==> src/rtl/pfb_pkg.sv <==
`default_nettype none
// ----------------------------------------------------------------------------
// pfb_pkg
// Shared types and constants for the page framebuffer scanout block.
// ----------------------------------------------------------------------------
package pfb_pkg;

  localparam int PAGE_COUNT  = 8;
  localparam int PAGE_WIDTH  = 128;
  localparam int PAD_TICKS   = 56;
  localparam int FILL_TICKS  = 19200;

  localparam int STORE_DEPTH = 1024;
  localparam int ADDR_W      = $clog2(STORE_DEPTH);
  localparam int CLR_W       = $clog2(STORE_DEPTH + 1);
  localparam int PAIRS       = PAGE_WIDTH / 2;
  localparam int ROW_TICKS   = PAIRS + PAD_TICKS;
  localparam int ROW_W       = $clog2(ROW_TICKS + 1);
  localparam int PAGE_W      = (PAGE_COUNT > 1) ? $clog2(PAGE_COUNT) : 1;
  localparam int FILL_W      = $clog2(FILL_TICKS + 1);

  localparam logic [2:0] CMD_WRITE = 3'd0;
  localparam logic [2:0] CMD_PAINT = 3'd1;
  localparam logic [2:0] CMD_BLANK = 3'd2;
  localparam logic [2:0] CMD_ALLON = 3'd3;
  localparam logic [2:0] CMD_TICK  = 3'd4;

  typedef enum logic [1:0] {
    MODE_IDLE,
    MODE_PAINT,
    MODE_TRAILER,
    MODE_FILL
  } mode_t;

  typedef struct packed {
    logic [2:0] cmd;
    logic [9:0] byte_address;
    logic [7:0] byte_value;
    logic [7:0] trailer_high;
    logic [7:0] trailer_low;
  } in_t;

  typedef struct packed {
    logic data_select;
    logic line_even;
    logic line_odd;
    logic clock_pulse;
    logic sequence_end;
    logic busy_res;
  } out_t;

  // pin update issued by the controller for one beat
  typedef struct packed {
    logic       dc_wr;
    logic       dc;
    logic       ln_wr;
    logic       ln_ram;
    logic       even;
    logic       odd;
    logic [2:0] bit_sel;
    logic       pulse;
    logic       end_seq;
    logic       busy;
  } ctl_t;

endpackage
`default_nettype wire

==> src/rtl/pfb_out.sv <==
`default_nettype none
// ----------------------------------------------------------------------------
// pfb_out
// Issue register and result register: applies the pin update of each beat,
// picks pixel bits from the store read data and holds the result beat.
// ----------------------------------------------------------------------------
module pfb_out (
  input  wire logic           clk,
  input  wire logic           rst_n,
  input  wire logic           accept,
  input  wire pfb_pkg::ctl_t  ctl,
  input  wire logic [7:0]     rdata_a,
  input  wire logic [7:0]     rdata_b,
  input  wire logic           out_stall,
  output logic                s1_free,
  output logic                out_valid,
  output pfb_pkg::out_t       out_data
);

  import pfb_pkg::*;

  ctl_t ctl_r;
  logic s1_valid_r, s1_valid_nxt;
  logic out_valid_r, out_valid_nxt;
  out_t out_r, out_nxt;
  logic dc_r, even_r, odd_r;
  logic dc_nxt, even_nxt, odd_nxt;
  logic s1_adv;
  logic move;

  assign s1_adv        = !out_valid_r || !out_stall;
  assign s1_free       = !s1_valid_r || s1_adv;
  assign move          = s1_valid_r && s1_adv;
  assign s1_valid_nxt  = accept || (s1_valid_r && !s1_adv);
  assign out_valid_nxt = s1_adv ? s1_valid_r : out_valid_r;

  always_comb begin
    dc_nxt   = ctl_r.dc_wr ? ctl_r.dc : dc_r;
    even_nxt = even_r;
    odd_nxt  = odd_r;
    if (ctl_r.ln_wr) begin
      if (ctl_r.ln_ram) begin
        even_nxt = rdata_a[ctl_r.bit_sel];
        odd_nxt  = rdata_b[ctl_r.bit_sel];
      end else begin
        even_nxt = ctl_r.even;
        odd_nxt  = ctl_r.odd;
      end
    end
    out_nxt.data_select  = dc_nxt;
    out_nxt.line_even    = even_nxt;
    out_nxt.line_odd     = odd_nxt;
    out_nxt.clock_pulse  = ctl_r.pulse;
    out_nxt.sequence_end = ctl_r.end_seq;
    out_nxt.busy_res     = ctl_r.busy;
  end

  always_ff @(posedge clk) begin
    if (!rst_n) begin
      s1_valid_r  <= 1'b0;
      out_valid_r <= 1'b0;
      dc_r        <= 1'b0;
      even_r      <= 1'b0;
      odd_r       <= 1'b0;
    end else begin
      s1_valid_r  <= s1_valid_nxt;
      out_valid_r <= out_valid_nxt;
      if (move) begin
        dc_r   <= dc_nxt;
        even_r <= even_nxt;
        odd_r  <= odd_nxt;
      end
    end
  end

  always_ff @(posedge clk) begin
    if (accept) begin
      ctl_r <= ctl;
    end
    if (move) begin
      out_r <= out_nxt;
    end
  end

  assign out_valid = out_valid_r;
  assign out_data  = out_r;

  a_end_has_pulse: assert property (@(posedge clk) disable iff (!rst_n)
    (out_valid_r && out_r.sequence_end) |-> out_r.clock_pulse)
    else $error("sequence end without clock pulse");

  a_pulse_busy: assert property (@(posedge clk) disable iff (!rst_n)
    (out_valid_r && out_r.clock_pulse) |-> out_r.busy_res)
    else $error("clock pulse while idle");

  a_s1_held: assert property (@(posedge clk) disable iff (!rst_n)
    (s1_valid_r && !s1_adv) |=> (s1_valid_r && $stable(ctl_r)))
    else $error("issue stage lost a held beat");

endmodule
`default_nettype wire

==> config.mk <==
export PLATFORM = sky130hd
export DESIGN_NAME = pfb_out
export DESIGN_NICKNAME = d
export VERILOG_FILES = /design/src/rtl/pfb_pkg.sv /design/src/rtl/pfb_out.sv
export SDC_FILE = /design/constraint.sdc
export NUM_CORES = 1
export LEC_CHECK = 0
export ABC_AREA = 1
export BUFFER_PORTS_ARGS = -buffer_cell sky130_fd_sc_hd__buf_2
export CAP_MARGIN = 20
export CORE_MARGIN = 4
export CORE_UTILIZATION = 52
export CTS_BUF_LIST = sky130_fd_sc_hd__clkbuf_8
export CTS_CLUSTER_SIZE = 12
export DETAILED_ROUTE_END_ITERATION = 6
export PLACE_DENSITY = 0.9
export SLEW_MARGIN = 30
export SYNTH_ARGS = -nofsm -noshare
export SYNTH_HDL_FRONTEND = slang
export SYNTH_SLANG_ARGS = --single-unit
==> constraint.sdc <==
create_clock -name clk -period 3.3 [get_ports clk]
set_input_delay 0.33 -clock clk [delete_from_list [all_inputs] [get_ports clk]]
set_output_delay 0.33 -clock clk [all_outputs]
set_load 0.02 [all_outputs]
* After elaboration in Yosys (flattened, before gate mapping)
Cells that the tools add are included.
** Word-level totals
- Register bits :: 23
- Input bits :: 32
- Output and inout bits :: 8
** Cells by class
- Magnitude comparators :: 1
- Muxes and demuxes :: 9
- Reductions and logical operators :: 9
** Operators by type and width (count)
- $mux W1 :: 7
- $bmux W1 S3 :: 2
- $logic_not A1 Y1 :: 4
- $lt A3 B4 Y1 const B :: 1
- $logic_or A1 B1 Y1 :: 3
- $logic_and A1 B1 Y1 :: 2

* Depth between registers and ports, before layout
- Depth in word-level cells :: 5
- Gate-level depth with buffers :: 9
- Gate-level depth less buffers :: 8

* Worst setup path after synthesis
Ideal clock, no wire load.
- Path type :: register to register
- Start point :: reg out_valid_r, in the netlist out_valid
- End point :: reg out_r, in the netlist out_data[0] (enable)
- Setup time :: 0.376 ns
- Arrival time :: 0.944 ns
- Setup slack :: 1.980 ns
- Stages on the path, launching flop included :: 4
- Period minus slack after synthesis :: 1.320 ns
- Cell sequence :: dfxtp_1 > nand2_1 > inv_1 > nor2_1
** Between the ends
- Word-level cells in the longest chain between the ends :: 3
** RTL lines
- from (decl) :: RTL line pfb_out.sv:24 : logic out_valid_r, out_valid_nxt;
- from (signal assigned) :: RTL line pfb_out.sv:67 : out_valid_r <= out_valid_nxt;
- $logic_not A1 Y1 :: RTL line pfb_out.sv:31 : assign s1_adv = !out_valid_r || !out_stall;
- $logic_or A1 B1 Y1 :: RTL line pfb_out.sv:31
- $logic_and A1 B1 Y1 :: RTL line pfb_out.sv:33 : assign move = s1_valid_r && s1_adv;
- named net move :: RTL line pfb_out.sv:29 : logic move;
- to (signal assigned) :: RTL line pfb_out.sv:81 : out_r <= out_nxt;
- to (decl) :: RTL line pfb_out.sv:25 : out_t out_r, out_nxt;
The timed path passes the listed nets, and every way through them passes these cells.
A chain may end at the register's enable or synchronous reset.

* Final worst setup path
- Start point :: reg out_valid_r, in the netlist out_valid
- End point :: reg dc_r
** Between the ends
- Word-level cells in the longest chain between the ends :: 3
** RTL lines
- $logic_not A1 Y1 :: RTL line pfb_out.sv:31
- $logic_or A1 B1 Y1 :: RTL line pfb_out.sv:31
- $logic_and A1 B1 Y1 :: RTL line pfb_out.sv:33
- named net move :: RTL line pfb_out.sv:29
- to (signal assigned) :: RTL line pfb_out.sv:69 : dc_r <= dc_nxt;
- to (decl) :: RTL line pfb_out.sv:26 : logic dc_r, even_r, odd_r;
The timed path passes the listed nets, and every way through them passes these cells.

==> results.yml <==
critical_path:
  cpPeakStageDelay_ns: 0.59
  crit_path_end_kind: "flop"
  reg2regPathDepth: 6
  crit_slowest_cell: "nor2_1"
  timing.reg2reg.setup_slack_ns: 1.82
  crit_chain: "nand2_1 > inv_1 > nor2_1 > nor2_1 > a21oi_1 > nor2_1"
  r2r-end: "dc_r"
  critical_path_class: "reg2reg"
  critical_path_required_ns: 3.46
  r2r-start: "out_valid"
  arrival_ns: 1.64
  start_kind: "flop"
  cp_common_cell: "nor2_1"
  crit_path_max_fanout: 12
yosys:
  synth.area.top_cells: "edfxtp_1 (55%), dfxtp_1 (10%), inv_1 (8.8%)"
  synth_top_cell_area_share: 0.5489
  netlist_area_sq_um: 984.7
  syn_nets: 134
  synthDistinctLibCells: 13
  synth-seq-cells: 23
  synth_area_per_cell_sq_um: 9.654
  yosysTopAreaCell: "edfxtp_1"
  yosysWarnings: 0
  synth_cells: 102
  seq_area_frac_synth: 0.6506
final_layout:
  diodes: 0
  finalNonFillerCells: 169
  syn_to_final_growth_pct: 26.43
  final-seq-area_sq_um: 640.6
  fillers: 143
  multi_input_area_sq_um: 240.2
  drive_above_1_share: 0.3125
  layout.nets: 177
  final_util: 0.7057
floorplan:
  coreArea_sq_mm: 0.001764
  io_pins: 40
  die_area_sq_mm: 0.002654
  die_width_um: 51.52
  rows: 15
  initial_utilization: 0.5582
  dieHeight_um: 51.52
run:
  drv_cap: 0
timing:
  maxSlewHeadroom: 0.4827
  timing.final.ws_setup_ns: 1.816
  min_period_ns: 1.484
  maxSlewViolCount: 0
  tightest_slew_ns: 0.7731
  setup_violations: 0
  timing.fmax_ghz: 0.6739
  skew_ns: 0.003665
  setup_tns_ns: 0
  post-route-period-util: 0.4497
  grt_setup_unrepaired: "false"
  hold_violations: 0
clocking:
  clockBufferDepth: 2
  cts_setup_buffers: 0
  worstSkewPairLatency_ns: 0.26
  cts.sinks: 23
  ctsResizeCount: 0
  clk_root_buffer_cell: "clkbuf_8"
  htreeDepth: 1
  cts_tree: "built"
  postCtsHoldBufs: 0
  path_clk_slew_ns: 0.07
  cts_buffers: 3
routing:
  drc: 0
  top_layer: "met4"
  dr_wl_met2_um: 924
  drtIter0Drc: 5
  wl_per_cell_um: 10.36
  met1_length_um: 708
  vias_per_cell: 4.645
  postRouteAntennaNets: 0
  first_pass_iters: 4
  met3_wirelength_um: 110
  vias: 785
  wirelength_mm: 1.751
place:
  io_buffers: 39
  dpl_worst_slack_ns: 1.808
  place.gp.congestion: 0.6700
  dp_hpwl_mm: 1.376
  dp.cells: 165
hold_path:
  min_from: "ctl[10]"
  min_path_type: "in2reg"
  hold_depth: 1
  min_to: "ctl_r[10]"
grt:
  grt_pass1_vias: 718
  grt_start_max_net_pins: 14
  antenna_found_initial: 0
  track_usage: 0.1431
  overflow: 0
  grt_first_pass_wirelength_mm: 2.780
pwr:
  switchingPower_mw: 0.1301
  p_per_area_mw_per_mm2: 467.1
  p_seq_frac: 0.597
  comb_power_share: 0.126
  total_power_mw: 0.5815
  p_clk_frac: 0.277
  p_leak_nw: 0.6292
  p_int_mw: 0.4515
  switching_share: 0.2236
  vdd_drop_max_v: 0.0004243
status:
  status: "finished clean"
[final cells by class]
class                           count  area share
Tap cell                           25     0.02513
Sequential cell                    23      0.5146
Inverter                           24     0.07437
Clock buffer                        3     0.03317
Timing Repair Buffer               39      0.1568
Clock inverter                      1    0.003015
Multi-Input combinational cell     54      0.1930
[critical path: cells and delay by family, from the launching register on]
| family | cells | cell delay [ns] |
|---|---|---|
| compound gates | 1 | 0.17 |
| buf+inv | 1 | 0.05 |
| flops | 1 | 0.31 |
| simple gates | 4 | 0.84 |
[how the worst max path moves through the flow]
| stage | from | endpoint | slack, ns | cells after the start |
|---|---|---|---|---|
| 3_5_place_dp | out_stall | out_data[3] | 1.81 | 4 |
| 5_1_grt | out_valid | even_r | 1.61 | 5 |
| 3_3_place_gp | out_stall | out_data[3] | 1.87 | 4 |
| 4_1_cts | out_valid | dc_r | 1.82 | 6 |
| 6_report | out_valid | dc_r | 1.82 | 6 |
| 2_1_floorplan | out_valid | out_data[0] | 1.98 | 3 |
[metal layers]
layer / GRT usage / up-vias
met5: 0 / -
met4: 0.05240 / 0
met3: 0.03725 / 2
met2: 0.2691 / 22
met1: 0.1513 / 354
li1: - / 407
[synthesized netlist by cell type]
master,instances
or2_2,2
inv_4,1
a21oi_1,7
or2_0,2
edfxtp_1,18
o21ai_1,1
nand2_1,21
nand3_1,12
nor2_1,7
dfxtp_1,5
buf_6,1
o21ai_0,2
inv_1,23
[stage by stage]
stage	hold slack, ns	cell area (sq um)
2_1_floorplan	0.4003	984.7
3_3_place_gp	0.4202	1200
3_5_place_dp	0.4063	1200
4_1_cts	0.2380	1245
5_1_grt	0.2340	1245
6_report	0.2441	1245
[layout by cell type, fill, tap and decap left out]
master    count
nand3_1      12
buf_2        39
inv_4         1
o21ai_0       2
a21oi_1       7
clkbuf_8      3
nor2_1        7
nand2_1      21
dfxtp_1       5
o21ai_1       1
edfxtp_1     18
or2_0         2
or2_2         2
inv_1        24
[state kept, by name (all words and copies together), names as in the netlist]
name and cells:
ctl_r 12, out_data 6, dc_r 1, even_r 1
odd_r 1, out_valid 1, s1_valid_r 1
[logic make-up after synthesis]
group                  synth area share
AOI/OAI and AO/OA               0.05082
buffers and inverters            0.1055
DFF                              0.6506
and+or+nand+nor                  0.1931
[power by group through the flow]
stage               Clock, mW  Sequential (mW)  Combinational, mW
floorplan                   0            0.355             0.0397
global placement            0            0.352             0.0695
detailed placement          0            0.353             0.0731
CTS                     0.167            0.347             0.0740
global route            0.178            0.349             0.0840
finish                  0.161            0.347             0.0732
(Power assumes the default switching activity.)
