### src/rtl/pfb_pkg.sv
`default_nettype none
// ----------------------------------------------------------------------------
// pfb_pkg
// Shared types and constants for the page framebuffer scanout block.
// ----------------------------------------------------------------------------
package pfb_pkg;

  localparam int PAGE_COUNT  = 8;
  localparam int PAGE_WIDTH  = 128;
  localparam int PAD_TICKS   = 56;
  localparam int FILL_TICKS  = 19200;

  localparam int STORE_DEPTH = 1024;
  localparam int ADDR_W      = $clog2(STORE_DEPTH);
  localparam int CLR_W       = $clog2(STORE_DEPTH + 1);
  localparam int PAIRS       = PAGE_WIDTH / 2;
  localparam int ROW_TICKS   = PAIRS + PAD_TICKS;
  localparam int ROW_W       = $clog2(ROW_TICKS + 1);
  localparam int PAGE_W      = (PAGE_COUNT > 1) ? $clog2(PAGE_COUNT) : 1;
  localparam int FILL_W      = $clog2(FILL_TICKS + 1);

  localparam logic [2:0] CMD_WRITE = 3'd0;
  localparam logic [2:0] CMD_PAINT = 3'd1;
  localparam logic [2:0] CMD_BLANK = 3'd2;
  localparam logic [2:0] CMD_ALLON = 3'd3;
  localparam logic [2:0] CMD_TICK  = 3'd4;

  typedef enum logic [1:0] {
    MODE_IDLE,
    MODE_PAINT,
    MODE_TRAILER,
    MODE_FILL
  } mode_t;

  typedef struct packed {
    logic [2:0] cmd;
    logic [9:0] byte_address;
    logic [7:0] byte_value;
    logic [7:0] trailer_high;
    logic [7:0] trailer_low;
  } in_t;

  typedef struct packed {
    logic data_select;
    logic line_even;
    logic line_odd;
    logic clock_pulse;
    logic sequence_end;
    logic busy_res;
  } out_t;

  // pin update issued by the controller for one beat
  typedef struct packed {
    logic       dc_wr;
    logic       dc;
    logic       ln_wr;
    logic       ln_ram;
    logic       even;
    logic       odd;
    logic [2:0] bit_sel;
    logic       pulse;
    logic       end_seq;
    logic       busy;
  } ctl_t;

endpackage
`default_nettype wire

### src/rtl/pfb_ctrl.sv
`default_nettype none
// ----------------------------------------------------------------------------
// pfb_ctrl
// Sequencer: run mode, scan counters, trailer shifter, store clear pass and
// frame store addressing. Decides the pin update for each accepted beat.
// ----------------------------------------------------------------------------
module pfb_ctrl (
  input  wire logic                        clk,
  input  wire logic                        rst_n,
  input  wire logic                        in_valid,
  input  wire pfb_pkg::in_t                in_data,
  input  wire logic                        s1_free,
  output logic                             in_stall,
  output logic                             accept,
  output pfb_pkg::ctl_t                    ctl,
  output logic                             ram_we,
  output logic [pfb_pkg::ADDR_W-1:0]       ram_waddr,
  output logic [7:0]                       ram_wdata,
  output logic [pfb_pkg::ADDR_W-1:0]       ram_raddr_a,
  output logic [pfb_pkg::ADDR_W-1:0]       ram_raddr_b
);

  import pfb_pkg::*;

  mode_t             mode_r, mode_nxt;
  logic [PAGE_W-1:0] page_r, page_nxt;
  logic [2:0]        brow_r, brow_nxt;
  logic [ROW_W-1:0]  rtick_r, rtick_nxt;
  logic [2:0]        ttick_r, ttick_nxt;
  logic [FILL_W-1:0] fill_r, fill_nxt;
  logic [15:0]       tshift_r, tshift_nxt;
  logic [CLR_W-1:0]  clr_r, clr_nxt;
  logic              clearing;
  logic              is_tick;
  logic              in_pairs;

  assign clearing = (clr_r != CLR_W'(STORE_DEPTH));
  assign in_stall = clearing || !s1_free;
  assign accept   = in_valid && !in_stall;
  assign is_tick  = (in_data.cmd == CMD_TICK);
  assign in_pairs = (rtick_r < ROW_W'(PAIRS));
  assign clr_nxt  = clearing ? clr_r + CLR_W'(1) : clr_r;

  assign ram_raddr_a = ADDR_W'(int'(page_r) * PAGE_WIDTH + 2 * int'(rtick_r));
  assign ram_raddr_b = ram_raddr_a + ADDR_W'(1);

  always_comb begin
    ram_we    = 1'b0;
    ram_waddr = in_data.byte_address;
    ram_wdata = in_data.byte_value;
    if (clearing) begin
      ram_we    = 1'b1;
      ram_waddr = clr_r[ADDR_W-1:0];
      ram_wdata = 8'd0;
    end else if (accept && mode_r == MODE_IDLE && in_data.cmd == CMD_WRITE) begin
      ram_we = 1'b1;
    end
  end

  // next state
  always_comb begin
    mode_nxt   = mode_r;
    page_nxt   = page_r;
    brow_nxt   = brow_r;
    rtick_nxt  = rtick_r;
    ttick_nxt  = ttick_r;
    fill_nxt   = fill_r;
    tshift_nxt = tshift_r;
    if (accept) begin
      case (mode_r)
        MODE_IDLE: begin
          if (in_data.cmd == CMD_PAINT) begin
            mode_nxt   = MODE_PAINT;
            page_nxt   = '0;
            brow_nxt   = '0;
            rtick_nxt  = '0;
            ttick_nxt  = '0;
            tshift_nxt = {in_data.trailer_high, in_data.trailer_low};
          end else if (in_data.cmd == CMD_BLANK || in_data.cmd == CMD_ALLON) begin
            mode_nxt = MODE_FILL;
            fill_nxt = '0;
          end
        end
        MODE_PAINT: begin
          if (is_tick) begin
            rtick_nxt = rtick_r + ROW_W'(1);
            if (rtick_r == ROW_W'(ROW_TICKS - 1)) begin
              rtick_nxt = '0;
              brow_nxt  = brow_r + 3'd1;
              if (brow_r == 3'd7) begin
                page_nxt = page_r + PAGE_W'(1);
                if (page_r == PAGE_W'(PAGE_COUNT - 1)) begin
                  page_nxt  = '0;
                  mode_nxt  = MODE_TRAILER;
                  ttick_nxt = '0;
                end
              end
            end
          end
        end
        MODE_TRAILER: begin
          if (is_tick) begin
            tshift_nxt = {tshift_r[13:0], 2'b00};
            ttick_nxt  = ttick_r + 3'd1;
            if (ttick_r == 3'd7) begin
              mode_nxt = MODE_IDLE;
            end
          end
        end
        MODE_FILL: begin
          if (is_tick) begin
            if (fill_r < FILL_W'(FILL_TICKS)) begin
              fill_nxt = fill_r + FILL_W'(1);
            end else begin
              fill_nxt = '0;
              mode_nxt = MODE_IDLE;
            end
          end
        end
        default: begin
          mode_nxt = MODE_IDLE;
        end
      endcase
    end
  end

  // pin update for the beat
  always_comb begin
    ctl         = '0;
    ctl.bit_sel = brow_r;
    ctl.busy    = (mode_r != MODE_IDLE);
    case (mode_r)
      MODE_IDLE: begin
        if (in_data.cmd == CMD_PAINT) begin
          // paint start raises data/command only; lines hold their levels
          ctl.dc_wr = 1'b1;
          ctl.dc    = 1'b1;
          ctl.busy  = 1'b1;
        end else if (in_data.cmd == CMD_BLANK || in_data.cmd == CMD_ALLON) begin
          ctl.dc_wr = 1'b1;
          ctl.dc    = 1'b1;
          ctl.ln_wr = 1'b1;
          ctl.even  = (in_data.cmd == CMD_ALLON);
          ctl.odd   = (in_data.cmd == CMD_ALLON);
          ctl.busy  = 1'b1;
        end
      end
      MODE_PAINT: begin
        if (is_tick) begin
          ctl.pulse  = 1'b1;
          ctl.ln_wr  = 1'b1;
          ctl.ln_ram = in_pairs;
        end
      end
      MODE_TRAILER: begin
        if (is_tick) begin
          ctl.pulse   = 1'b1;
          ctl.dc_wr   = 1'b1;
          ctl.ln_wr   = 1'b1;
          ctl.even    = tshift_r[15];
          ctl.odd     = tshift_r[14];
          ctl.end_seq = (ttick_r == 3'd7);
        end
      end
      MODE_FILL: begin
        if (is_tick) begin
          ctl.pulse = 1'b1;
          if (fill_r >= FILL_W'(FILL_TICKS)) begin
            ctl.dc_wr   = 1'b1;
            ctl.end_seq = 1'b1;
          end
        end
      end
      default: begin
        ctl.busy = 1'b0;
      end
    endcase
  end

  always_ff @(posedge clk) begin
    if (!rst_n) begin
      mode_r   <= MODE_IDLE;
      page_r   <= '0;
      brow_r   <= '0;
      rtick_r  <= '0;
      ttick_r  <= '0;
      fill_r   <= '0;
      tshift_r <= '0;
      clr_r    <= '0;
    end else begin
      mode_r   <= mode_nxt;
      page_r   <= page_nxt;
      brow_r   <= brow_nxt;
      rtick_r  <= rtick_nxt;
      ttick_r  <= ttick_nxt;
      fill_r   <= fill_nxt;
      tshift_r <= tshift_nxt;
      clr_r    <= clr_nxt;
    end
  end

  a_no_accept_clearing: assert property (@(posedge clk) disable iff (!rst_n)
    clearing |-> !accept)
    else $error("beat accepted during store clear");

  a_write_only_idle: assert property (@(posedge clk) disable iff (!rst_n)
    (ram_we && !clearing) |-> (mode_r == MODE_IDLE))
    else $error("store written while sequence running");

  a_row_tick_range: assert property (@(posedge clk) disable iff (!rst_n)
    rtick_r < ROW_W'(ROW_TICKS))
    else $error("row tick counter out of range");

endmodule
`default_nettype wire

### config.mk
export PLATFORM = sky130hd
export DESIGN_NAME = pfb_ctrl
export DESIGN_NICKNAME = d
export VERILOG_FILES = /design/src/rtl/pfb_pkg.sv /design/src/rtl/pfb_ctrl.sv
export SDC_FILE = /design/constraint.sdc
export NUM_CORES = 1
export LEC_CHECK = 0
export BUFFER_PORTS_ARGS = -buffer_cell sky130_fd_sc_hd__buf_2
export CORE_MARGIN = 2
export CORE_UTILIZATION = 53
export CTS_CLUSTER_DIAMETER = 200
export DETAILED_ROUTE_END_ITERATION = 12
export PLACE_DENSITY = 0.8
export SYNTH_ARGS = -nofsm -noshare
export SYNTH_HDL_FRONTEND = slang
export SYNTH_SLANG_ARGS = --single-unit
### constraint.sdc
create_clock -name clk -period 3.23 [get_ports clk]
set_clock_uncertainty 0.05 [all_clocks]
set_input_delay 0.4845 -clock clk [delete_from_list [all_inputs] [get_ports clk]]
set_output_delay 0.4845 -clock clk [all_outputs]
set_load 0.03 [all_outputs]
Yosys cells after proc, flatten, opt, wreduce, memory -nomap -nowiden:

Cells that the tools add are included.

* add/sub/neg operators: 8
* magnitude comparators: 3
* equal/unequal tests: 24
* mux-type cells: 64
* reductions and logical operators: 21

Operator list (count)
* two-way mux 15 bit: 4
* two-way mux 3 bit: 13
* two-way mux 2 bit: 17
* two-way mux 16 bit: 2
* one-hot mux 16 bit (2 select lines): 1
* one-hot mux 15 bit (2 select lines): 1
* two-way mux 7 bit: 3
* != test 2 bit, second input constant: 9
* adder 15 x 1 -> 15 bit, second input constant: 1
* greater-or-equal comparator 15 bit, second input constant: 1
* < comparator 15 bit, second input constant: 1
* one-hot mux 7 bit (2 select lines): 1
* equality test 3 bit, second input constant: 4
* one-hot mux 3 bit (2 select lines): 2
* adder 11 x 1 -> 11 bit, second input constant: 1
* two-way mux 1 bit: 11
* != test 11 bit, second input constant: 1
* adder 10 x 1 -> 10 bit, second input constant: 1
* adder 10 x 8 -> 10 bit: 1
* two-way mux 10 bit: 1
* AND reduction 10 bit: 1
* AND reduction 5 bit: 2
* adder 3 x 1 -> 3 bit, second input constant: 3
* one-hot mux 1 bit (3 select lines): 3
* 24 further kinds: 35

* register bits after elaboration: 60
* output and inout port bits: 53
* logic and storage cells: 128

Depth between registers and ports, before layout:

Gate-level depths: netlist (run 1).

* word-level depth: 8
* gate-level depth with buffers: 9
* mapped depth without buffers: 8

Least setup slack after synthesis (run 1):

OpenSTA, ideal clock, no wires.

* kind: reg2out
* start: reg clr_r[6]
* end: out ram_waddr[0] (netlist name)
* data arrival time: 2113 ps
* required time: 2695 ps
* path slack: 582 ps
* stages on the path, launching flop included: 6
* buffers on the path: 1
* path through: dfxtp_1 > or4_1 > nor3_1 > clkbuf_1 > nand2_1 > o21ai_0

* cells in the longest elaborated chain, start to end: 2

Ends and longest elaborated chain
* start: declaration: RTL line pfb_ctrl.sv:32 `logic [CLR_W-1:0] clr_r, clr_nxt;`
* start signal: assignment: RTL line pfb_ctrl.sv:198 `clr_r <= clr_nxt;`
* != test 11 bit: RTL line pfb_ctrl.sv:37 `assign clearing = (clr_r != CLR_W'(STORE_DEPTH));`
* two-way mux 10 bit: RTL line pfb_ctrl.sv:51 `if (clearing) begin`
* end: declaration: RTL line pfb_ctrl.sv:17 `output logic [pfb_pkg::ADDR_W-1:0] ram_waddr,`

No other way between the ends.

Worst setup path in the final report (run 1):

* start: reg clr_r[6]
* end: out accept

* cells in the longest elaborated chain, start to end: 4

Ends and longest elaborated chain
* != test 11 bit: RTL line pfb_ctrl.sv:37
* logical OR 1 bit: RTL line pfb_ctrl.sv:38 `assign in_stall = clearing || !s1_free;`
* logical NOT 1 bit: RTL line pfb_ctrl.sv:39 `assign accept = in_valid && !in_stall;`
* logical AND 1 bit: RTL line pfb_ctrl.sv:39
* end: declaration: RTL line pfb_ctrl.sv:14 `output logic accept,`

No other way between the ends.

==> impl_metrics.env, run 1 <==
export IMPL_status="complete, no violations"
export IMPL_cts_buffers=9
export IMPL_p_leak_uw=0.00188
export IMPL_clk_latency_ns=0.34
export IMPL_grt_usage_pct=22.3
export IMPL_post_synth_top_area_fraction_pct=33.6
export IMPL_ff_latch_area_mm2=0.00120
export IMPL_reg2reg_from="clr_r[6]"
export IMPL_critPathSlowestCell="or4_1"
export IMPL_fin_crit_sh_pct=88.4
export IMPL_drt_iter0_drc=134
export IMPL_ant_nets=0
export IMPL_netlist_area_mm2=0.00357
export IMPL_ys_async_sr_fraction_pct=0
export IMPL_netlist_top_cells_count="dfxtp_1, nand2_1, nor2_1, nand3_1, clkbuf_1"
export IMPL_hpwl_um=5840
export IMPL_ys_warnings_count=0
export IMPL_path_cells="or4_1 -> or4_1 -> buf_4 -> inv_6 -> buf_2"
export IMPL_rows=29
export IMPL_synth_most_common_cell="dfxtp_1"
export IMPL_ioPinCount=94
export IMPL_area_delta_synth_final_pct=16.4
export IMPL_final_hold_viol_count=0
export IMPL_path_max_fanout=18
export IMPL_tightestPinTransition_ns=0.859
export IMPL_core_area_mm2=0.00642
export IMPL_cts_tree="built"
export IMPL_cts_root_buf="clkbuf_8"
export IMPL_hold_ws_ns=0.318
export IMPL_cap_violations=0
export IMPL_setup_viol=0
export IMPL_comb_power_share_pct=7.0
export IMPL_rr_worst_depth=7
export IMPL_grt_pass1_vias=3012
export IMPL_p_switching_uw=366
export IMPL_maxSlewViolCount=0
export IMPL_cts_resized=0
export IMPL_synth_area_leaders="dfxtp_1, nand2_1, nor2_1"
export IMPL_multi_input_area_mm2=0.00209
export IMPL_initial_utilization_pct=55.7
export IMPL_clkSinkCount=60
export IMPL_timing_fmax_ghz=0.350
export IMPL_finalWirelength_um=8110
export IMPL_period_needed_ns=2.85
export IMPL_synth_nets=490
export IMPL_overflow=0
export IMPL_total_power_uw=1550
export IMPL_fp_dieArea_mm2=0.00742
export IMPL_holdBufCountCts=0
export IMPL_post_cts_setup_buffer_count=0
export IMPL_crit_top_cell="or4_1"
export IMPL_drive_gt1_share_pct=25.8
export IMPL_n_antenna_cell=0
export IMPL_clkTransAtPathRegs_ns=0.07
export IMPL_path_class="reg2out"
export IMPL_worstSetupStartpointType="flip-flop"
export IMPL_final_nets=560
export IMPL_powerDensity_mw_per_mm2=372
export IMPL_irDropWorstVdd_mv=0.194
export IMPL_setup_tns_ns=0
export IMPL_yosysUniqueCellTypes=58
export IMPL_netlist_instances=436
export IMPL_firstDrtPassIters=4
export IMPL_critPathLaunch="clr_r[6]"
export IMPL_grt_start_max_net_pins=29
export IMPL_synth_avg_cell_area_um2=8.20
export IMPL_synth_flop_cell="dfxtp_1"
export IMPL_routed_via_density=5.57
export IMPL_swShare_pct=23.7
export IMPL_synth_top_area_cell="dfxtp_1"
export IMPL_end_kind="output pin"
export IMPL_h_tree_depth=3
export IMPL_holdCritStartpoint="in_data[0]"
export IMPL_ys_seq_area_share_pct=33.6
export IMPL_n_fill_cell=551
export IMPL_cts_max_path_buffers=2
export IMPL_vias=3275
export IMPL_die_y_um=86.1
export IMPL_port_buffer_count=91
export IMPL_worstHoldPathType="in2reg"
export IMPL_rsz0062_at_grt="no"
export IMPL_grt_pass1_wl_um=13300
export IMPL_required_ns=2.70
export IMPL_fp_dieW_um=86.1
export IMPL_internal_power_uw=1180
export IMPL_synth_seq_cells=60
export IMPL_synth_edf_count=0
export IMPL_seqPwrFrac_pct=48.3
export IMPL_slowest_delay_ns=0.57
export IMPL_wl_per_cell_um=13.8
export IMPL_cp_arrival_ns=2.32
export IMPL_drcViolationCount=0
export IMPL_clkPwrFrac_pct=44.8
export IMPL_antenna_found_initial=0
export IMPL_max_slew_margin_rel_pct=42.6
export IMPL_worstHoldPathCells=2
export IMPL_place_congestion=0.898
through the flow:
stage          setup slack (ns)  cells  area (µm²)  util, %
4_1_cts                   0.369    588        4160     64.8
3_5_place_dp              0.554    572        3960     61.6
2_1_floorplan             0.582    436        3570        -
6_report                  0.376    588        4160     64.8
3_3_place_gp              0.619    572        3960     61.6
5_1_grt                   0.297    588        4160     64.8
power by group through the flow:
| stage | sequential (µW) | combinational, µW | clock (µW) |
|---|---|---|---|
| 3_3_place_gp | 763 | 106 | 0 |
| 2_1_floorplan | 762 | 67.7 | 0 |
| 5_1_grt | 747 | 118 | 738 |
| 6_report | 747 | 108 | 693 |
| 4_1_cts | 747 | 108 | 702 |
| 3_5_place_dp | 764 | 108 | 0 |
worst paths after layout:
| check | end | slack [ns] |
|---|---|---|
| hold / removal | tshift_r[0] | 0.32 |
| setup reg to reg | fill_r[10] | 0.59 |
| hold reg to reg | ttick_r[1] | 0.42 |
| setup / recovery | accept | 0.38 |
metal layers:
| layer | up-vias | GRT usage [%] | share of wire (%) |
|---|---|---|---|
| met3 | 7 | 4.43 | 4.6 |
| met2 | 89 | 38.8 | 49 |
| met1 | 1519 | 26.5 | 45 |
| li1 | 1660 | - | - |
| met4 | 0 | 9.38 | 0.99 |
| met5 | - | 0 | 0 |
final cells by class:
cell class	count	share of cell area, %
clock inverter	4	1.14
tap	77	2.32
timing repair buffer	101	12.7
sequential	60	28.9
multi-input combinational	325	50.3
clock buffer	12	3.73
inverter	9	0.932
cells by family (layout without fill, tap and decap cells):
kind of cell	Yosys count	in the layout	share of synthesized area, %
compound gates	78	78	16.5
xor+xnor	19	19	4.66
fa+ha+maj	13	13	4.55
buf+inv	51	126	8.01
flops	60	60	33.6
mux	8	8	2.24
other cells	2	2	0.210
simple gates	205	205	30.2
sequential cells by signal, summed over array words and instances, names as in the netlist:
signal,count
brow_r,3
clr_r,11
fill_r,15
mode_r,2
page_r,3
rtick_r,7
tshift_r,16
ttick_r,3
worst max-delay path: cells and delay by family (launching register included):
| kind | cells | cell delay [ns] |
|---|---|---|
| AND/OR/NAND/NOR | 2 | 1.09 |
| buffers and inverters | 3 | 0.54 |
| flip-flops | 1 | 0.35 |
layout by cell type (no fill, tap or decap), types with 3 or more instances in the layout:
master and n:
a21boi_0 3, nand4_1 5, clkbuf_8 11, mux2i_1 8
nor3b_1 5, buf_4 10, nand2b_1 9, a311oi_2 6
ha_1 13, a21o_1 8, o21a_1 5, nand3_1 21
nor3_1 11, and2_1 14, nand4b_1 3, a311oi_1 9
xor2_1 7, o21ai_0 13, nor2_1 45, or4_1 5
or3_1 9, inv_1 8, buf_2 91, nand2_1 54
a21oi_1 17, nor2b_1 6, xnor2_1 12, dfxtp_1 60
(Power assumes the default switching activity.)
==> run 2, diff against run 1 <==
--- a/config.mk
+++ b/config.mk
@@ -6,6 +6,7 @@
 export NUM_CORES = 1
 export LEC_CHECK = 0
 export BUFFER_PORTS_ARGS = -buffer_cell sky130_fd_sc_hd__buf_2
+export CORE_ASPECT_RATIO = 1.75
 export CORE_MARGIN = 2
 export CORE_UTILIZATION = 53
 export CTS_CLUSTER_DIAMETER = 200
==> impl_metrics.env, run 2 (synthesized netlist as in run 1, its figures left out) <==
export IMPL_worstHoldPathType="in2reg"
export IMPL_regMostFlops="tshift_r"
export IMPL_finalWirelength_um=8170
export IMPL_final_core_util_pct=65.0
export IMPL_firstDrtPassIters=4
export IMPL_place_congestion=0.833
export IMPL_clk_latency_ns=0.33
export IMPL_rsz0062_at_grt="no"
export IMPL_antenna_found_initial=0
export IMPL_n_fill_cell=575
export IMPL_grt_usage_pct=23.3
export IMPL_clkSinkCount=60
export IMPL_period_needed_ns=2.83
export IMPL_layout_setup_ws_ns=0.404
export IMPL_final_hold_viol_count=0
export IMPL_ant_nets=0
export IMPL_post_cts_setup_buffer_count=0
export IMPL_largest_reg_flops=16
export IMPL_routed_via_density=5.53
export IMPL_tightestPinTransition_ns=0.620
export IMPL_grt_pass1_vias=3146
export IMPL_overflow=0
export IMPL_worstSetupStartpointType="flip-flop"
export IMPL_end_kind="output pin"
export IMPL_cts_tree="built"
export IMPL_core_area_mm2=0.00654
export IMPL_wl_per_cell_um=13.8
export IMPL_powerDensity_mw_per_mm2=412
export IMPL_grt_pass1_wl_um=13700
export IMPL_layout_commonest_cell="buf_2"
export IMPL_holdBufCountCts=0
export IMPL_setup_tns_ns=0
export IMPL_ioPinCount=94
export IMPL_die_y_um=113
export IMPL_cts_max_path_buffers=2
export IMPL_max_slew_margin_rel_pct=58.5
export IMPL_top_regs="tshift_r x16, fill_r x15, clr_r x11"
export IMPL_irDropWorstVdd_mv=0.352
export IMPL_drcViolationCount=0
export IMPL_cts_root_buf="clkbuf_16"
export IMPL_maxSlewViolCount=0
export IMPL_initial_utilization_pct=54.7
export IMPL_required_ns=2.70
export IMPL_port_buffer_count=91
export IMPL_place_ws_ns=0.574
export IMPL_fp_dieArea_mm2=0.00744
export IMPL_hpwl_um=6120
export IMPL_path_class="reg2out"
export IMPL_fin_crit_sh_pct=87.5
export IMPL_mostFrequentLayoutCells="buf_2, dfxtp_1, nand2_1, nor2_1, nand3_1"
export IMPL_vias=3280
export IMPL_total_power_uw=1750
export IMPL_cp_arrival_ns=2.29
export IMPL_setup_viol=0
export IMPL_clkTransAtPathRegs_ns=0.05
export IMPL_area_delta_synth_final_pct=18.8
export IMPL_n_antenna_cell=0
export IMPL_grt_start_max_net_pins=29
export IMPL_h_tree_depth=3
export IMPL_cap_violations=0
export IMPL_final_nets=560
export IMPL_fp_dieW_um=66.1
export IMPL_p_leak_uw=0.00192
export IMPL_drt_iter0_drc=156
export IMPL_rows=39
export IMPL_cts_resized=0
export IMPL_timing_fmax_ghz=0.354
export IMPL_status="complete, no violations"
export IMPL_path_max_fanout=18
export IMPL_drive_gt1_share_pct=25.4
export IMPL_cts_buffers=9
==> run 2: per-stage QoR <==
stage               instance area (µm²)  std cells  hold WS, ns
finish                             4250        593        0.323
global placement                   3970        577        0.398
global route                       4250        593        0.340
detailed placement                 3970        577        0.424
CTS                                4250        593        0.314
floorplan                          3570        436        0.392
==> run 2: area by class of cell <==
class                   instances  area [µm²]  area share, %
inverters                       9        38.8          0.913
clock inverters                 1        5.00          0.118
flip-flops and latches         60        1200           28.3
well taps                      82         103           2.42
clock buffers                  15         278           6.54
repair buffers                101         531           12.5
multi-input cells             325        2090           49.2
==> run 2: power breakdown <==
group | total (µW) | switching (µW) | internal, µW
Sequential | 749 | 3.67 | 745
Clock | 891 | 311 | 580
Combinational | 109 | 66.2 | 42.8
Total | 1750 | 381 | 1370
==> run 2: path summary, 6_finish.rpt <==
| kind | start | endpoint | slack (ns) | cells past startpoint |
|---|---|---|---|---|
| max | clr_r[6] | accept | 0.40 | 5 |
| min | in_data[1] | tshift_r[1] | 0.32 | 2 |
| max reg2reg | clr_r[6] | fill_r[10] | 0.60 | 7 |
| min reg2reg | ttick_r[1] | ttick_r[1] | 0.42 | 2 |
==> run 2: critical path, stage by stage, from the launching register on <==
cell and delay [ns]:
dfxtp_1 0.35, or4_1 0.57, or4_1 0.51, buf_4 0.23, inv_6 0.10, buf_2 0.20
==> run 2: per-layer routing <==
layer / vias to the layer above / track usage (%) / part of all wire (%)
li1: 1658 / - / -
met1: 1531 / 25.0 / 39
met2: 74 / 41.6 / 54
met3: 17 / 4.21 / 4.0
met4: 0 / 12.8 / 2.7
met5: - / 0 / 0
==> run 3, diff against run 2 <==
--- a/config.mk
+++ b/config.mk
@@ -5,12 +5,13 @@
 export SDC_FILE = /design/constraint.sdc
 export NUM_CORES = 1
 export LEC_CHECK = 0
-export BUFFER_PORTS_ARGS = -buffer_cell sky130_fd_sc_hd__buf_2
+export BUFFER_PORTS_ARGS = -buffer_cell sky130_fd_sc_hd__clkbuf_2
 export CORE_ASPECT_RATIO = 1.75
 export CORE_MARGIN = 2
 export CORE_UTILIZATION = 53
 export CTS_CLUSTER_DIAMETER = 200
 export DETAILED_ROUTE_END_ITERATION = 12
+export GPL_ROUTABILITY_DRIVEN = 0
 export PLACE_DENSITY = 0.8
 export SYNTH_ARGS = -nofsm -noshare
 export SYNTH_HDL_FRONTEND = slang
==> impl_metrics.env, run 3 (synthesized netlist as in run 1, its figures left out) <==
export IMPL_status="complete, no violations"
export IMPL_finalWirelength_um=8310
export IMPL_area_delta_synth_final_pct=17.8
export IMPL_worstSetupStartpointType="flip-flop"
export IMPL_cts_tree="built"
export IMPL_required_ns=2.70
export IMPL_hpwl_um=6160
export IMPL_period_needed_ns=2.81
export IMPL_maxSlewViolCount=0
export IMPL_regMostFlops="tshift_r"
export IMPL_irDropWorstVdd_mv=0.308
export IMPL_fp_dieArea_mm2=0.00744
export IMPL_wl_per_cell_um=14.1
export IMPL_cts_max_path_buffers=2
export IMPL_powerDensity_mw_per_mm2=397
export IMPL_vias=3254
export IMPL_crit_buf_inv=3
export IMPL_n_antenna_cell=0
export IMPL_grt_usage_pct=23.8
export IMPL_cts_resized=0
export IMPL_post_cts_setup_buffer_count=0
export IMPL_clkTransAtPathRegs_ns=0.05
export IMPL_p_switching_uw=364
export IMPL_setup_tns_ns=0
export IMPL_overflow=0
export IMPL_h_tree_depth=3
export IMPL_ff_latch_area_mm2=0.00120
export IMPL_setup_viol=0
export IMPL_clkPwrFrac_pct=48.6
export IMPL_drcViolationCount=0
export IMPL_die_y_um=113
export IMPL_layout_commonest_cell="clkbuf_2"
export IMPL_internal_power_uw=1310
export IMPL_path_cells="or4_1 -> or4_1 -> buf_4 -> inv_6 -> clkbuf_2"
export IMPL_core_area_mm2=0.00654
export IMPL_cp_top_family="simple AND/OR/NAND/NOR gates"
export IMPL_ioPinCount=94
export IMPL_tightestPinTransition_ns=0.628
export IMPL_seqPwrFrac_pct=44.8
export IMPL_placedCellCount=577
export IMPL_clkSinkCount=60
export IMPL_place_ws_ns=0.530
export IMPL_swShare_pct=21.8
export IMPL_largest_reg_flops=16
export IMPL_rsz0062_at_grt="no"
export IMPL_slowest_delay_ns=0.56
export IMPL_wl_met2_um=4580
export IMPL_routed_via_density=5.52
export IMPL_clk_latency_ns=0.33
export IMPL_cp_arrival_ns=2.27
export IMPL_rows=39
export IMPL_crit_top_cell="or4_1"
export IMPL_dpl_instance_area_mm2=0.00397
export IMPL_highest_layer="met4"
export IMPL_p_leak_uw=0.00187
export IMPL_comb_power_share_pct=6.6
export IMPL_mostFrequentLayoutCells="clkbuf_2, dfxtp_1, nand2_1, nor2_1, nand3_1"
export IMPL_final_nets=560
export IMPL_final_hold_viol_count=0
export IMPL_met1Wirelength_um=3210
export IMPL_path_class="reg2out"
export IMPL_timing_fmax_ghz=0.356
export IMPL_multi_input_area_mm2=0.00209
export IMPL_antenna_found_initial=0
export IMPL_n_fill_cell=599
export IMPL_fin_cells=589
export IMPL_holdBufCountCts=0
export IMPL_fin_crit_sh_pct=86.9
export IMPL_worstHoldPathType="in2reg"
export IMPL_firstDrtPassIters=4
export IMPL_fp_dieW_um=66.1
export IMPL_layout_setup_ws_ns=0.422
export IMPL_port_buffer_count=91
export IMPL_grt_start_max_net_pins=29
export IMPL_initial_utilization_pct=54.7
export IMPL_final_cell_area_mm2=0.00421
export IMPL_grt_pass1_wl_um=13700
export IMPL_max_slew_margin_rel_pct=58.1
export IMPL_drive_gt1_share_pct=25.0
export IMPL_route_met3_wl_um=334
export IMPL_cap_violations=0
export IMPL_cts_root_buf="clkbuf_16"
export IMPL_top_regs="tshift_r x16, fill_r x15, clr_r x11"
export IMPL_end_kind="output pin"
export IMPL_path_max_fanout=18
export IMPL_critPathSlowestCell="or4_1"
export IMPL_ant_nets=0
export IMPL_total_power_uw=1670
export IMPL_grt_pass1_vias=3075
export IMPL_cts_buffers=9
export IMPL_drt_iter0_drc=209
## run 3: cell count changes in the layout (fill, tap and decap cells not counted), sizes merged
cell / before / now
clkinv: 1 / 0
clkbuf: 15 / 103
buf: 101 / 10
## run 3: per-stage QoR
step           hold slack, ns  util, %
3_5_place_dp            0.420     60.6
3_3_place_gp            0.398     60.6
6_report                0.326     64.4
2_1_floorplan           0.392        -
4_1_cts                 0.320     64.4
5_1_grt                 0.337     64.4
## run 3: worst paths after layout
kind	endpoint	from	slack, ns	cells after the start
hold reg to reg	ttick_r[2]	ttick_r[2]	0.42	2
setup / recovery	accept	clr_r[6]	0.42	5
hold / removal	tshift_r[1]	in_data[1]	0.33	2
setup reg to reg	fill_r[10]	clr_r[6]	0.61	7
## run 3: power by group through the flow
stage	Sequential, µW	Combinational, µW	Clock (µW)
5_1_grt	749	121	856
3_5_place_dp	763	110	0
4_1_cts	749	111	828
2_1_floorplan	762	67.7	0
6_report	749	110	813
3_3_place_gp	763	107	0
## run 3: worst register-to-register path, delay by kind of cell (launching register included)
family                 cells  cell delay, ns
AND/OR/NAND/NOR            5            1.85
buffers and inverters      2            0.33
flip-flops                 1            0.34
## run 3: layout make-up
class / instances / share of cell area (%)
Multi-Input combinational cell: 325 / 49.7
Tap cell: 82 / 2.44
Clock buffer: 12 / 5.85
Sequential cell: 60 / 28.5
Inverter: 9 / 0.921
Timing Repair Buffer: 101 / 12.6
## run 3: metal layers
layer | track usage [%] | vias to the layer above
li1 | - | 1648
met1 | 25.9 | 1512
met2 | 41.7 | 77
met3 | 4.51 | 17
met4 | 13.3 | 0
met5 | 0 | -
